==> config.mk <==
export PLATFORM = sky130hd
export DESIGN_NAME = gls_queue
export DESIGN_NICKNAME = d
export VERILOG_FILES = /design/src/sv/gls_pkg.sv /design/src/sv/gls_queue.sv
export SDC_FILE = /design/constraint.sdc
export NUM_CORES = 1
export LEC_CHECK = 0
export BUFFER_PORTS_ARGS = -buffer_cell sky130_fd_sc_hd__buf_2
export CORE_MARGIN = 3
export CORE_UTILIZATION = 35
export CTS_CLUSTER_SIZE = 25
export DETAILED_ROUTE_END_ITERATION = 8
export RECOVER_POWER = 100
export SLEW_MARGIN = 5
export SYNTH_ARGS = -nofsm -noshare
export SYNTH_HDL_FRONTEND = slang
export SYNTH_SLANG_ARGS = --single-unit
==> constraint.sdc <==
create_clock -name clk -period 1.98 [get_ports clk]
set_input_delay 0.099 -clock clk [delete_from_list [all_inputs] [get_ports clk]]
set_output_delay 0.099 -clock clk [all_outputs]
set_load 0.03 [all_outputs]
==> src/sv/gls_pkg.sv <==
package gls_pkg;

	localparam int CFG_IDX_W = 2;
	localparam int GRID_W    = 11;
	localparam int COEF_W    = 32;
	localparam int SAMPLE_W  = 32;
	localparam int LAP_W     = 48;

	localparam logic [CFG_IDX_W-1:0] CFG_GRID_WIDTH  = 2'd0;
	localparam logic [CFG_IDX_W-1:0] CFG_GRID_HEIGHT = 2'd1;
	localparam logic [CFG_IDX_W-1:0] CFG_INV_DX_SQ   = 2'd2;
	localparam logic [CFG_IDX_W-1:0] CFG_INV_DY_SQ   = 2'd3;

	localparam logic [GRID_W-1:0] GRID_WIDTH_RST  = 11'd64;
	localparam logic [GRID_W-1:0] GRID_HEIGHT_RST = 11'd64;
	localparam logic [COEF_W-1:0] INV_SQ_RST      = 32'd65536;

	localparam int QUEUE_DEPTH = 4;
	localparam int QUEUE_AW    = 2;

	localparam int DIFF_W = 35;
	localparam int PROD_W = 52;
	localparam int TERM_W = 53;
	localparam int SUM_W  = 54;
	localparam int FRAC_W = 16;

	localparam logic signed [LAP_W-1:0] LAP_MAX = 48'sh7FFF_FFFF_FFFF;
	localparam logic signed [LAP_W-1:0] LAP_MIN = 48'sh8000_0000_0000;
	localparam logic signed [SUM_W-1:0] SUM_MAX = SUM_W'(LAP_MAX);
	localparam logic signed [SUM_W-1:0] SUM_MIN = SUM_W'(LAP_MIN);

	typedef struct packed {
		logic signed [SAMPLE_W-1:0] data;
		logic                       emit;
		logic                       left_ok;
		logic                       right_ok;
		logic                       up_ok;
		logic                       last;
	} item_t;

	typedef struct packed {
		logic [COEF_W-1:0] inv_dx_sq;
		logic [COEF_W-1:0] inv_dy_sq;
		logic              restart;
	} coef_t;

endpackage

==> src/sv/gls_queue.sv <==
module gls_queue (
	input  logic           clk,
	input  logic           arst_n,
	input  logic           push,
	input  gls_pkg::item_t push_item,
	output logic           full,
	input  logic           pop,
	output gls_pkg::item_t pop_item,
	output logic           empty
);

	localparam int AW = gls_pkg::QUEUE_AW;

	gls_pkg::item_t mem_q [gls_pkg::QUEUE_DEPTH];
	logic [AW-1:0]  wr_q, rd_q;
	logic [AW:0]    cnt_q;

	assign full     = cnt_q == (AW + 1)'(gls_pkg::QUEUE_DEPTH);
	assign empty    = cnt_q == '0;
	assign pop_item = mem_q[rd_q];

	always_ff @(posedge clk) begin
		if (push) begin
			mem_q[wr_q] <= push_item;
		end
	end

	always_ff @(posedge clk or negedge arst_n) begin
		if (!arst_n) begin
			wr_q  <= '0;
			rd_q  <= '0;
			cnt_q <= '0;
		end else begin
			if (push) begin
				wr_q <= wr_q + AW'(1);
			end
			if (pop) begin
				rd_q <= rd_q + AW'(1);
			end
			if (push && !pop) begin
				cnt_q <= cnt_q + (AW + 1)'(1);
			end else if (pop && !push) begin
				cnt_q <= cnt_q - (AW + 1)'(1);
			end
		end
	end

endmodule

==> qor.csv <==
metric;value;unit
status;complete, no violations;
most common cell in the netlist;edfxtp_1;
Buffers on Ports;79;
RSZ-0062 raised after global routing;true;
synthesis-stage register bit count;155;
Clock Sinks;155;
max-cap viol count;0;
CTS tree;built;
Layout area overhead;30.10;%
fmax;0.5187;GHz
Mapped Area;5724;um2
Routed WL;10610;um
endpoints failing hold;0;
via/cell ratio;4.529;
TritonCTS Buffers;17;
number of global-route vias before repair;3074;
DR vias;2731;
initial antenna violation count;0;
Fill cells;1370;
Ports;80;
setup violators final;0;
layout cells sized above 1;32.30;%
Die W;133.9;um
Post-Synthesis Net Count;274;
Post-synth EDFFs;148;
Synth top area share;77.64;%
Syn Inst Count;227;
initial drt markers;183;
dpl hpwl;6673;um
WP buf/inv;2;
Antenna Cells;0;
row count;46;
Worst EP required;1.88;ns
remaining antenna violation count after routing;0;
Period minus WS final;1.928;ns
Power Density;1563;nW/um2
CP delay by family, top;flip-flops;
distinct cell type count after synthesis;19;
crit path kind;reg -> out;
H-tree depth;4;
Area contributors post-synth;edfxtp_1 78%, mux4_2 15%, dfrtp_1 3.1%;
Final Max Tran Viols;0;
clk buf depth;2;
CP peak stage delay;0.52;ns
synth cell count leaders;148 x edfxtp_1, 37 x mux4_2, 7 x dfrtp_1;
grt ovf;0;
post-synth top area cell;edfxtp_1;
die height;133.9;um
CP max-delay cell;dfrtp_4;
Clk Latency, worst-skew pair;0.42;ns
Setup crit start kind;flop;
Critical Path AT;1.83;ns
die area;17930;um2
worst hold slack;0.1190;ns
worst clock skew;0.006889;ns
CTS Root Cell;clkbuf_16;
Final nets;421;
routability cong.;0.6630;
core area;15940;um2
Yosys Warn Count;0;
drt pass-1 iters;4;
leak pwr;2.535;nW
Least-Margin Pin Slew;0.6583;ns
mean post-synth cell area;25.22;um2
classification of the worst-slack hold path;in -> async;
first-pass GRT wire length;17110;um
peak supply drop;0.7307;mV
Synth Flop Type;edfxtp_1;
Worst setup EP type;output port;
ys async rst share;4.516;%
final core occ;46.71;%
Slew headroom;56.12;%
critical-path cell list;buf_12, mux4_2, buf_2;
GRT Overall Usage;13.01;%
WL per Instance;17.59;um
initial core utilization;35.90;%
fin crit share;97.36;%
largest net degree at the start of global routing;24;
Residual DRC;0;
Worst-path clk slew;0.06;ns
sequential-to-total area share from yosys stat;80.70;%
CP max FO;9;
sum of negative setup slack;0;ns
==> per-layer routing <==
layer / GRT usage, % / wire length [um] / vias to the layer above
met5: 0 / 0 / -
met4: 4.800 / 158 / 0
met3: 4.501 / 527 / 18
met2: 20.69 / 5259 / 69
met1: 16.67 / 4660 / 1393
li1: - / - / 1251
==> worst reg2reg max path: cells and delay by family, from the launching register on <==
| kind | cells | cell delay [ns] |
|---|---|---|
| adder cells (fa/ha/maj) | 1 | 0.13 |
| AND/OR/NAND/NOR | 1 | 0.13 |
| buffers and inverters | 2 | 0.62 |
| flip-flops | 1 | 0.43 |
==> cells in the final DEF (no fill, tap or decap), drive strengths merged <==
master / n
edfxtp: 148
nor2: 1
nor3b: 1
buf: 45
nor3: 1
dfrtp: 7
xor2: 4
and2: 4
mux4: 37
nand2: 2
dlygate4sd3: 40
bufinv: 3
xnor2: 2
clkbuf: 76
inv: 4
ha: 5
mux2: 1
clkinv: 2
clkinvlp: 2
o21ai: 1
fa: 1
==> report_power, final <==
part	total [mW]	switching [mW]	internal [mW]
clock network	3.21	1.17	2.05
registers	4.54	0.216	4.32
logic	3.90	2.34	1.56
total	11.6	3.72	7.92
==> state kept, by name (all words and copies together), names as in the netlist <==
| name | flops |
|---|---|
| mem_q | 148 |
| cnt_q | 3 |
| wr_q | 2 |
| rd_q | 2 |
==> cells by family after synthesis <==
group                      count (synthesis)  synth area share (%)
AOI/OAI and AO/OA                          1               0.08735
xor gates and xnor gates                   6                0.9180
adders and majority gates                  6                 1.443
buffers and inverters                     12                 1.246
DFF                                      155                 80.70
muxes                                     38                 14.75
and+or+nand+nor                            9                0.8523
==> path summary, 6_finish.rpt <==
path / startpoint / depth (start not counted) / slack, ns / to
min in group clk: pop / 3 / 0.45 / rd_q[0]
max: rd_q[0] / 3 / 0.05 / pop_item[1]
max in group asynchronous: arst_n / 2 / 1.52 / rd_q[0]
max reg2reg: wr_q[0] / 4 / 0.29 / mem_q[2][33]
min: arst_n / 2 / 0.12 / cnt_q[1]
min reg2reg: cnt_q[2] / 1 / 0.49 / cnt_q[2]
==> area by class of cell <==
cell class | instances | area, um2 | area share (%)
Sequential cell | 155 | 4624 | 62.10
Multi-Input combinational cell | 60 | 1039 | 13.94
Timing Repair Buffer | 136 | 908.4 | 12.20
Clock buffer | 25 | 475.5 | 6.384
Tap cell | 216 | 270.3 | 3.629
Clock inverter | 7 | 115.1 | 1.546
Inverter | 4 | 15.01 | 0.2016
==> repair_timing <==
| action | CTS | global route |
|---|---|---|
| setup buffers | 4 | 0 |
| hold buffers | 40 | 0 |
| pin swaps | 0 | 0 |
| resized for setup | 6 | 0 |
| endpoints found under the hold margin | 159 | 0 |
| gates cloned | 0 | 0 |
| setup endpoints to repair | 29 | 22 |
==> through the flow <==
step	worst slack (ns)	cells	power [mW]	instance area, um2
2_1_floorplan	0.06579	227	7.258	5724
3_3_place_gp	0.3264	527	8.403	6479
3_5_place_dp	0.3235	527	8.448	6479
4_1_cts	0.002693	603	11.89	7518
5_1_grt	-0.01956	603	12.28	7447
6_report	0.05223	603	11.64	7447
Power figures use the tool's default switching activity.
