$ cat src/sv/gls_pkg.sv
package gls_pkg;

	localparam int CFG_IDX_W = 2;
	localparam int GRID_W    = 11;
	localparam int COEF_W    = 32;
	localparam int SAMPLE_W  = 32;
	localparam int LAP_W     = 48;

	localparam logic [CFG_IDX_W-1:0] CFG_GRID_WIDTH  = 2'd0;
	localparam logic [CFG_IDX_W-1:0] CFG_GRID_HEIGHT = 2'd1;
	localparam logic [CFG_IDX_W-1:0] CFG_INV_DX_SQ   = 2'd2;
	localparam logic [CFG_IDX_W-1:0] CFG_INV_DY_SQ   = 2'd3;

	localparam logic [GRID_W-1:0] GRID_WIDTH_RST  = 11'd64;
	localparam logic [GRID_W-1:0] GRID_HEIGHT_RST = 11'd64;
	localparam logic [COEF_W-1:0] INV_SQ_RST      = 32'd65536;

	localparam int QUEUE_DEPTH = 4;
	localparam int QUEUE_AW    = 2;

	localparam int DIFF_W = 35;
	localparam int PROD_W = 52;
	localparam int TERM_W = 53;
	localparam int SUM_W  = 54;
	localparam int FRAC_W = 16;

	localparam logic signed [LAP_W-1:0] LAP_MAX = 48'sh7FFF_FFFF_FFFF;
	localparam logic signed [LAP_W-1:0] LAP_MIN = 48'sh8000_0000_0000;
	localparam logic signed [SUM_W-1:0] SUM_MAX = SUM_W'(LAP_MAX);
	localparam logic signed [SUM_W-1:0] SUM_MIN = SUM_W'(LAP_MIN);

	typedef struct packed {
		logic signed [SAMPLE_W-1:0] data;
		logic                       emit;
		logic                       left_ok;
		logic                       right_ok;
		logic                       up_ok;
		logic                       last;
	} item_t;

	typedef struct packed {
		logic [COEF_W-1:0] inv_dx_sq;
		logic [COEF_W-1:0] inv_dy_sq;
		logic              restart;
	} coef_t;

endpackage

$ cat src/sv/gls_if.sv
interface gls_item_if;
	logic                                valid;
	logic                                ready;
	logic                                command;
	logic signed [gls_pkg::SAMPLE_W-1:0] sample;

	modport source(output valid, command, sample, input ready);
	modport sink(input valid, command, sample, output ready);
	modport mon(input valid, ready, command, sample);
endinterface


interface gls_cfg_if;
	logic                            valid;
	logic                            ready;
	logic [gls_pkg::CFG_IDX_W-1:0]   index;
	logic [gls_pkg::COEF_W-1:0]      data;

	modport source(output valid, index, data, input ready);
	modport sink(input valid, index, data, output ready);
	modport mon(input valid, ready, index, data);
endinterface

$ cat src/sv/gls_front.sv
module gls_front #(
	parameter int MAX_WIDTH  = 1024,
	parameter int MAX_HEIGHT = 1024,
	parameter int WW         = $clog2(MAX_WIDTH + 1)
) (
	input  logic           clk,
	input  logic           arst_n,
	gls_item_if.sink       items,
	gls_cfg_if.sink        cfg,
	output logic           push,
	output gls_pkg::item_t push_item,
	input  logic           full,
	output logic [WW-1:0]  w_eff,
	output gls_pkg::coef_t coef
);

	localparam int CW = $clog2(MAX_WIDTH);
	localparam int HW = $clog2(MAX_HEIGHT + 1);
	localparam int RW = $clog2(MAX_HEIGHT);

	logic [gls_pkg::GRID_W-1:0] gw_q, gh_q;
	logic [gls_pkg::COEF_W-1:0] idx_q, idy_q;
	logic [HW-1:0]              h_eff;
	logic [CW-1:0]              ic_q, oc_q;
	logic [HW-1:0]              ir_q;
	logic [RW-1:0]              or_q;
	logic                       restart, accept, flush, complete, drop, emit, last;
	logic                       col_end, in_col_end;

	always_comb begin
		if (32'(gw_q) < 32'd2) begin
			w_eff = WW'(2);
		end else if (32'(gw_q) > 32'(MAX_WIDTH)) begin
			w_eff = WW'(MAX_WIDTH);
		end else begin
			w_eff = WW'(gw_q);
		end
		if (32'(gh_q) < 32'd2) begin
			h_eff = HW'(2);
		end else if (32'(gh_q) > 32'(MAX_HEIGHT)) begin
			h_eff = HW'(MAX_HEIGHT);
		end else begin
			h_eff = HW'(gh_q);
		end
	end

	assign cfg.ready = 1'b1;
	assign restart   = cfg.valid && (cfg.index == gls_pkg::CFG_GRID_WIDTH ||
		cfg.index == gls_pkg::CFG_GRID_HEIGHT);

	assign coef.inv_dx_sq = idx_q;
	assign coef.inv_dy_sq = idy_q;
	assign coef.restart   = restart;

	always_ff @(posedge clk or negedge arst_n) begin
		if (!arst_n) begin
			gw_q  <= gls_pkg::GRID_WIDTH_RST;
			gh_q  <= gls_pkg::GRID_HEIGHT_RST;
			idx_q <= gls_pkg::INV_SQ_RST;
			idy_q <= gls_pkg::INV_SQ_RST;
		end else if (cfg.valid) begin
			unique case (cfg.index)
				gls_pkg::CFG_GRID_WIDTH:  gw_q  <= cfg.data[gls_pkg::GRID_W-1:0];
				gls_pkg::CFG_GRID_HEIGHT: gh_q  <= cfg.data[gls_pkg::GRID_W-1:0];
				gls_pkg::CFG_INV_DX_SQ:   idx_q <= cfg.data;
				gls_pkg::CFG_INV_DY_SQ:   idy_q <= cfg.data;
			endcase
		end
	end

	assign items.ready = !full;
	assign accept      = items.valid && items.ready;
	assign flush       = items.command;
	assign complete    = ir_q >= h_eff;
	assign drop        = flush ? !complete : complete;
	assign emit        = flush || (ir_q != '0);
	assign col_end     = (WW'(oc_q) + WW'(1)) >= w_eff;
	assign in_col_end  = (WW'(ic_q) + WW'(1)) >= w_eff;
	assign last        = emit && col_end && ((HW'(or_q) + HW'(1)) >= h_eff);
	assign push        = accept && !drop;

	always_comb begin
		push_item.data     = flush ? '0 : items.sample;
		push_item.emit     = emit;
		push_item.left_ok  = oc_q != '0;
		push_item.right_ok = !col_end;
		push_item.up_ok    = or_q != '0;
		push_item.last     = last;
	end

	always_ff @(posedge clk or negedge arst_n) begin
		if (!arst_n) begin
			ic_q <= '0;
			ir_q <= '0;
			oc_q <= '0;
			or_q <= '0;
		end else if (restart) begin
			ic_q <= '0;
			ir_q <= '0;
			oc_q <= '0;
			or_q <= '0;
		end else if (push) begin
			if (last) begin
				ic_q <= '0;
				ir_q <= '0;
				oc_q <= '0;
				or_q <= '0;
			end else begin
				if (emit) begin
					if (col_end) begin
						oc_q <= '0;
						or_q <= or_q + RW'(1);
					end else begin
						oc_q <= oc_q + CW'(1);
					end
				end
				if (!flush) begin
					if (in_col_end) begin
						ic_q <= '0;
						ir_q <= ir_q + HW'(1);
					end else begin
						ic_q <= ic_q + CW'(1);
					end
				end
			end
		end
	end

endmodule

$ cat src/flat_wrapper.sv
// flat-port wrapper written by rule: the top's interface ports become plain ports
module gls_front_flat 
#(
	parameter int MAX_WIDTH  = 1024,
	parameter int MAX_HEIGHT = 1024,
	parameter int WW         = $clog2(MAX_WIDTH + 1)
)
  (clk, arst_n, push, push_item, full, w_eff, coef, items_valid, items_command, items_sample, items_ready, cfg_valid, cfg_index, cfg_data, cfg_ready);
  gls_item_if items_i ();
  gls_cfg_if cfg_i ();
  input  logic clk;
  input  logic arst_n;
  output logic push;
  output gls_pkg::item_t push_item;
  input  logic full;
  output logic [WW-1:0] w_eff;
  output gls_pkg::coef_t coef;
  input wire logic [$bits(items_i.valid)-1:0] items_valid;
  input wire logic [$bits(items_i.command)-1:0] items_command;
  input wire logic [$bits(items_i.sample)-1:0] items_sample;
  output wire logic [$bits(items_i.ready)-1:0] items_ready;
  input wire logic [$bits(cfg_i.valid)-1:0] cfg_valid;
  input wire logic [$bits(cfg_i.index)-1:0] cfg_index;
  input wire logic [$bits(cfg_i.data)-1:0] cfg_data;
  output wire logic [$bits(cfg_i.ready)-1:0] cfg_ready;
  assign items_i.valid = items_valid;
  assign items_i.command = items_command;
  assign items_i.sample = items_sample;
  assign items_ready = items_i.ready;
  assign cfg_i.valid = cfg_valid;
  assign cfg_i.index = cfg_index;
  assign cfg_i.data = cfg_data;
  assign cfg_ready = cfg_i.ready;
  gls_front #(.MAX_WIDTH(MAX_WIDTH), .MAX_HEIGHT(MAX_HEIGHT), .WW(WW)) u_core (.clk(clk), .arst_n(arst_n), .items(items_i), .cfg(cfg_i), .push(push), .push_item(push_item), .full(full), .w_eff(w_eff), .coef(coef));
endmodule
$ cat config.mk
export PLATFORM = sky130hd
export DESIGN_NAME = gls_front_flat
export DESIGN_NICKNAME = d
export VERILOG_FILES = /design/src/sv/gls_pkg.sv /design/src/sv/gls_if.sv /design/src/sv/gls_front.sv /design/src/flat_wrapper.sv
export SDC_FILE = /design/constraint.sdc
export NUM_CORES = 1
export LEC_CHECK = 0
export ABC_AREA = 1
export BUFFER_PORTS_ARGS = -buffer_cell sky130_fd_sc_hd__clkbuf_2
export CORE_MARGIN = 4
export CORE_UTILIZATION = 55
export DETAILED_ROUTE_END_ITERATION = 7
export PLACE_DENSITY = 0.84
export SLEW_MARGIN = 20
export SYNTH_ARGS = -nofsm -noshare
export SYNTH_HDL_FRONTEND = slang
export SYNTH_SLANG_ARGS = --single-unit
export TNS_END_PERCENT = 30
$ cat constraint.sdc
create_clock -name clk -period 3.25 [get_ports clk]
set_input_delay 0.4875 -clock clk [delete_from_list [all_inputs] [get_ports clk]]
set_output_delay 0.4875 -clock clk [all_outputs]
set_load 0.05 [all_outputs]
==> impl_metrics.toml, run 1 <==
[place]
routabilityCongestion = 0.892
placed_area_um2 = 8840
place_hpwl_mm = 14.8
numPortBuffers = 186

[cells_and_area]
multiInputGateArea_um2 = 3980
fin_util = 0.721
nNetsFinal = 1384
fin_area_um2 = 9970
final_common_cell = "nand2_1"
fillers = 969
final_cell_mix = "nand2_1, clkbuf_2, inv_1, dfrtp_1, o21ai_0"
drive_above_1_share = 0.282
diodes = 0
areaGrowthSynthToFinish_pct = 28.5
seqCellArea_um2 = 3190

[pwr]
seqPwrFrac = 0.292
p_per_area_nw_per_um2 = 768
pwr-share-clk = 0.259
total_power_mw = 7.66
leakage_nw = 5.82
vdd_ir_drop_max_mv = 0.509
intPower_mw = 4.15
p_sw_mw = 3.51
swShare = 0.458
combPwrFrac = 0.449

[flow_run]
drv_cap = 0

[yosys]
synth_edf_count = 0
synth-main-ff-cell = "dfrtp_1"
synth.cell_area_um2 = 7760
avgSynthCellArea_um2 = 7.39
ys_types = 42
syn_inst = 1051
ys_async_sr_fraction = 1.00
synth_nets = 1174
ys_seq_area_frac = 0.410
yosys_warnings = 0
yosys_register_bits = 127

[route]
drtAntennaViolNets = 0
drt_iter0_drc = 648
wl_per_cell_um = 15.6
routed_wl_mm = 22.7
drc = 0
vias = 7708
first_pass_iters = 5
vias_per_cell = 5.30

[global_route]
grt_max_degree = 65
antenna_found_initial = 0
track_usage = 0.265
overflow = 0
grt_pass1_vias = 7261
grt_pass1_wl_mm = 34.3

[sta]
rsz0062_at_grt = "yes"
clock.fmax_mhz = 291
maxSlewViolCount = 0
clock_skew_ns = 0.0140
worst_slew_pin_slew_ns = 0.680
setup_viol = 3
slew_headroom = 0.547
finalHoldViolCount = 0
fin_ws_ns = -0.182
finalCritPeriodShare = 1.06
fin_crit_ns = 3.43

[die]
die_width_um = 127
core_area_um2 = 13800
die_h_um = 127
ioPinCount = 188
num_rows = 43
die_area_um2 = 16100
start_util = 0.561

[cts]
htreeDepth = 4
cts_hold_buf = 0
cts_tree = "yes"
clock_sinks = 127
clk_path_buf_depth = 2
clk_pin_slew_ns = 0.06
cts_root_buf = "clkbuf_16"
numCtsBuffers = 17
clk_latency_ns = 0.42

[setup_path]
cp.arrival_ns = 2.94
worst-path-max-fanout = 3
critPathKind = "reg -> out"
slowest_delay_ns = 0.43
cp_slowest_cell = "dfrtp_1"
critPathLaunchType = "flop"
cp_cell_sequence = "inv_1, nor3_2, nand3_1, nand3b_4, nor2_4, xor2_2, ha_1, nand2_2, inv_1, a21oi_1, nand2_1, nor2_2, nand2_2, inv_1, buf_8"
cp_common_cell = "inv_1"
cp_data_required_time_ns = 2.76
cp-end-kind = "output port"

[run_status]
outcome = "finished, violations left"
failed_checks = "negative setup slack"

[min_path]
hold_path.class = "in -> async"
[sequential cells by signal (all words and copies together), names as in the netlist]
signal,count
u_core.idy_q,32
u_core.or_q,10
u_core.oc_q,10
u_core.gw_q,11
u_core.ic_q,10
u_core.idx_q,32
u_core.gh_q,11
u_core.ir_q,11
[per-stage QoR]
step	hold slack, ns	setup slack, ns	setup TNS (ns)	cells
finish	0.0924	-0.182	-0.416	1454
global route	0.136	-0.329	-1.59	1454
CTS	0.121	-0.0875	-0.259	1436
detailed placement	0.474	0.0865	0	1395
global placement	0.465	0.177	0	1395
floorplan	0.192	0.00154	0	1051
[cells in the mapped netlist, types with 5 or more instances]
library cell  instances  area share
clkbuf_1             21       0.010
buf_6                 5      0.0073
o21ai_0              90       0.058
nand4_1              11      0.0089
xor2_1               19       0.021
dfrtp_1             123        0.40
ha_1                 51       0.082
inv_2                 9      0.0044
inv_1               174       0.084
nor3_1               11      0.0071
a21oi_1              11      0.0071
nand2_1             302        0.15
buf_4                 8      0.0077
nor2_2                5      0.0040
nand3_1              66       0.043
nor2_1               92       0.044
nand2_2               7      0.0056
nor4_1                5      0.0040
[worst max-delay path, delay by kind of cell (launching register included)]
family | cells | cell delay [ns]
xor gates and xnor gates | 1 | 0.20
buffers and inverters | 4 | 0.44
adders and majority gates | 1 | 0.28
AOI/OAI and AO/OA | 1 | 0.12
and+or+nand+nor | 8 | 1.05
DFF | 1 | 0.43
[per-layer routing]
layer | GRT usage | part of all wire | wire length (µm)
met2 | 0.432 | 0.47 | 10700
met1 | 0.329 | 0.39 | 8740
met5 | 0.00619 | 0 | 0
met4 | 0.124 | 0.043 | 982
met3 | 0.0691 | 0.098 | 2220
[worst paths after layout]
kind	startpoint	end	slack [ns]	cells after the start
setup / recovery	u_core.oc_q[1]$_DFFE_PN0P_	push_item[2]	-0.18	15
hold / removal	arst_n	u_core.idy_q[6]$_DFFE_PN0P_	0.09	1
setup reg to reg	u_core.oc_q[1]$_DFFE_PN0P_	u_core.oc_q[2]$_DFFE_PN0P_	0.11	18
hold reg to reg	u_core.idx_q[16]$_DFFE_PN1P_	u_core.idx_q[16]$_DFFE_PN1P_	0.49	2
max in group asynchronous	arst_n	u_core.idx_q[16]$_DFFE_PN1P_	2.38	2
min in group clk	cfg_data[16]	u_core.idx_q[16]$_DFFE_PN1P_	0.28	3
[power by group through the flow]
stage	Combinational [mW]	Sequential (mW)	Clock, mW
floorplan	1.91	2.58	0
global placement	2.95	2.20	0
detailed placement	3.02	2.20	0
CTS	3.13	2.20	1.99
global route	3.73	2.27	2.07
finish	3.44	2.24	1.98
[cell type report]
| class | count | area share |
|---|---|---|
| inverter | 184 | 0.0695 |
| clock inverter | 14 | 0.0178 |
| tap | 180 | 0.0226 |
| timing repair buffer | 227 | 0.128 |
| sequential | 127 | 0.319 |
| multi-input combinational | 704 | 0.399 |
| clock buffer | 18 | 0.0430 |
[what timing repair did]
action / 4_1_cts / 5_1_grt
buffers inserted: 9 / 18
pin swaps: 9 / 30
gates resized for setup: 24 / 47
endpoints found under the setup margin: 3 / 32
[cell families (layout without fill, tap and decap cells)]
family	after synthesis	count (layout)	synth area share
compound gates	110	110	0.0746
xor+xnor	22	22	0.0248
fa+ha+maj	51	51	0.0822
buf+inv	220	443	0.115
flops	127	127	0.410
other cells	1	1	0.000483
simple gates	520	520	0.292
Power figures use the tool's default switching activity.
==> run 2, diff against run 1 <==
--- a/config.mk
+++ b/config.mk
@@ -8,9 +8,9 @@
 export ABC_AREA = 1
 export BUFFER_PORTS_ARGS = -buffer_cell sky130_fd_sc_hd__clkbuf_2
 export CORE_MARGIN = 4
-export CORE_UTILIZATION = 55
+export CORE_UTILIZATION = 59
 export DETAILED_ROUTE_END_ITERATION = 7
-export PLACE_DENSITY = 0.84
+export PLACE_DENSITY = 0.89
 export SLEW_MARGIN = 20
 export SYNTH_ARGS = -nofsm -noshare
 export SYNTH_HDL_FRONTEND = slang
==> constraint.sdc (replaced) <==
create_clock -name clk -period 4 [get_ports clk]
set_input_delay 0.6 -clock clk [delete_from_list [all_inputs] [get_ports clk]]
set_output_delay 0.6 -clock clk [all_outputs]
set_load 0.05 [all_outputs]
==> run 2 against run 1 <==
  * Design area decreased by 6.6%
  * Sequential cell count unchanged
  * Non-clock buffer count decreased by 39
  * Sequential power decreased by 20%
  * Final cell count decreased by 3.2%
  * Setup slack improved by 0.39 ns
  * The run now ends clean
  * First-iteration DRC count decreased by 17%
  * Clock skew decreased by 0.0037 ns
  * Via count decreased by 4.2%
  * Wire length decreased by 8.8%
  * Highest routed layer unchanged
==> impl_metrics.toml, run 2 (synthesized netlist as in run 1, its figures left out) <==
[sta]
clock.fmax_mhz = 263
hold_slack_ns = 0.236
rsz0062_at_grt = "no"
finalHoldViolCount = 0
maxSlewViolCount = 0
finalCritPeriodShare = 0.949
clock_skew_ns = 0.0103
setup_viol = 0
worst_slew_pin_slew_ns = 0.764
final.setup.tns_ns = 0
slew_headroom = 0.490
fin_crit_ns = 3.80

[setup_path]
critPathBufInv = 4
cp_slowest_cell = "dfrtp_1"
r2r_slack_ns = 0.63
cp_data_required_time_ns = 3.40
slowest_delay_ns = 0.39
critPathTopFamily = "simple AND/OR/NAND/NOR gates"
critPathKind = "reg -> out"
worstReg2RegEnd = "u_core.ir_q[8]$_DFFE_PN0P_"
cp_common_cell = "nor2_1"
r2r-start = "u_core.gw_q[8]$_DFFE_PN0P_"
worst-path-max-fanout = 15
critPathLaunchType = "flop"
cp_cell_sequence = "nor3_1, nand3_1, or3_1, nand2_1, inv_1, nor2_1, inv_1, ha_1, nand2_1, nor2_1, nand2_1, nor2_1, nor2_1, nand2_2, nand3_4, inv_1, clkbuf_4"
reg2reg_depth = 19
cp-end-kind = "output port"
cp.arrival_ns = 3.20

[pwr]
vdd_ir_drop_max_mv = 0.430
leakage_nw = 5.57
p_per_area_nw_per_um2 = 611

[place]
numPortBuffers = 186
placed_area_um2 = 8740
routabilityCongestion = 0.967
place_hpwl_mm = 14.9
dp_cells = 1375

[route]
routed_wl_mm = 20.7
drc = 0
wl_per_cell_um = 14.7
first_pass_iters = 5
vias_per_cell = 5.25
drt_iter0_drc = 536
vias = 7382
drtAntennaViolNets = 0

[die]
die_h_um = 123
die_width_um = 123
core_area_um2 = 12800
start_util = 0.608
num_rows = 41
die_area_um2 = 15100
ioPinCount = 188

[cts]
clk_path_buf_depth = 2
clk_pin_slew_ns = 0.06
cts_setup_buffers = 0
numCtsBuffers = 17
clock_sinks = 127
htreeDepth = 4
cts_root_buf = "clkbuf_16"
cts_tree = "yes"
clk_latency_ns = 0.43

[cells_and_area]
fin_area_um2 = 9310
final_common_cell = "nand2_1"
fin_cells = 1407
areaGrowthSynthToFinish_pct = 20.0
drive_above_1_share = 0.216
final_cell_mix = "nand2_1, clkbuf_2, inv_1, dfrtp_1, nor2_1"
nNetsFinal = 1345
diodes = 0
reg.largest.list = "u_core.idx_q: 32 flops, u_core.idy_q: 32 flops"

[global_route]
track_usage = 0.281
antenna_found_initial = 0
grt_pass1_wl_mm = 33.3
overflow = 0
grt_pass1_vias = 6902
grt_max_degree = 67

[flow_run]
drv_cap = 0

[run_status]
outcome = "complete, no violations"

[min_path]
hold_path.class = "in -> async"
## run 2: worst register-to-register path, stage by stage, from the launching register on
cell and delay (ns):
dfrtp_1 0.39, nor3_1 0.18, nand3_1 0.11, or3_1 0.33, nand2_1 0.20, inv_1 0.07
nor2_1 0.12, inv_1 0.07, ha_1 0.31, nand2_1 0.06, inv_1 0.05, nand2_1 0.06
nor2_1 0.09, nand2_1 0.05, nand3_1 0.13, nor2_4 0.09, o211ai_2 0.47, nand2_2 0.29
nand2_1 0.13, nand2_1 0.05
## run 2: power by group
part	switching (mW)	leakage, nW	internal [mW]
registers	0.263	1.63	1.53
clock network	0.618	0.267	0.819
logic	1.77	3.68	0.688
total	2.65	5.57	3.04
## run 2: layout make-up
cell class                      count  area (µm²)
Clock inverter                     13         103
Timing Repair Buffer              188         963
Clock buffer                       19         443
Multi-Input combinational cell    704        3710
Tap cell                          172         215
Sequential cell                   127        3180
Fill cell                         889        3460
Inverter                          184         691
## run 2: worst max-delay path by stage
stage / from / to / slack (ns) / cells after the start
after floorplan: u_core.gw_q[8]$_DFFE_PN0P_ / push_item[0] / 0.20 / 18
after global placement: u_core.gw_q[8]$_DFFE_PN0P_ / push_item[0] / 0.75 / 17
after detailed placement: u_core.gw_q[8]$_DFFE_PN0P_ / push_item[0] / 0.64 / 17
after CTS: u_core.gw_q[8]$_DFFE_PN0P_ / push_item[0] / 0.18 / 17
after global routing: u_core.gw_q[8]$_DFFE_PN0P_ / push_item[0] / 0.0004 / 17
final: u_core.gw_q[8]$_DFFE_PN0P_ / push_item[0] / 0.20 / 17
## run 2: metrics by stage
| step | total power, mW | utilization | worst slack [ns] |
|---|---|---|---|
| global placement | 4.13 | 0.684 | 0.754 |
| detailed placement | 4.22 | 0.684 | 0.637 |
| CTS | 5.68 | 0.727 | 0.183 |
| global route | 6.06 | 0.729 | 0.000417 |
| finish | 5.69 | 0.729 | 0.205 |
| floorplan | 3.64 | - | 0.204 |
## run 2: per-layer routing
metal / share of wire / track usage
met2: 0.48 / 0.471
met5: 0 / 0
met3: 0.095 / 0.0774
met1: 0.40 / 0.349
met4: 0.024 / 0.0973
## run 2: what timing repair did
item / CTS / global route
gates resized for setup: 0 / 3
hold buffers: 0 / 0
setup endpoints to repair: 0 / 1
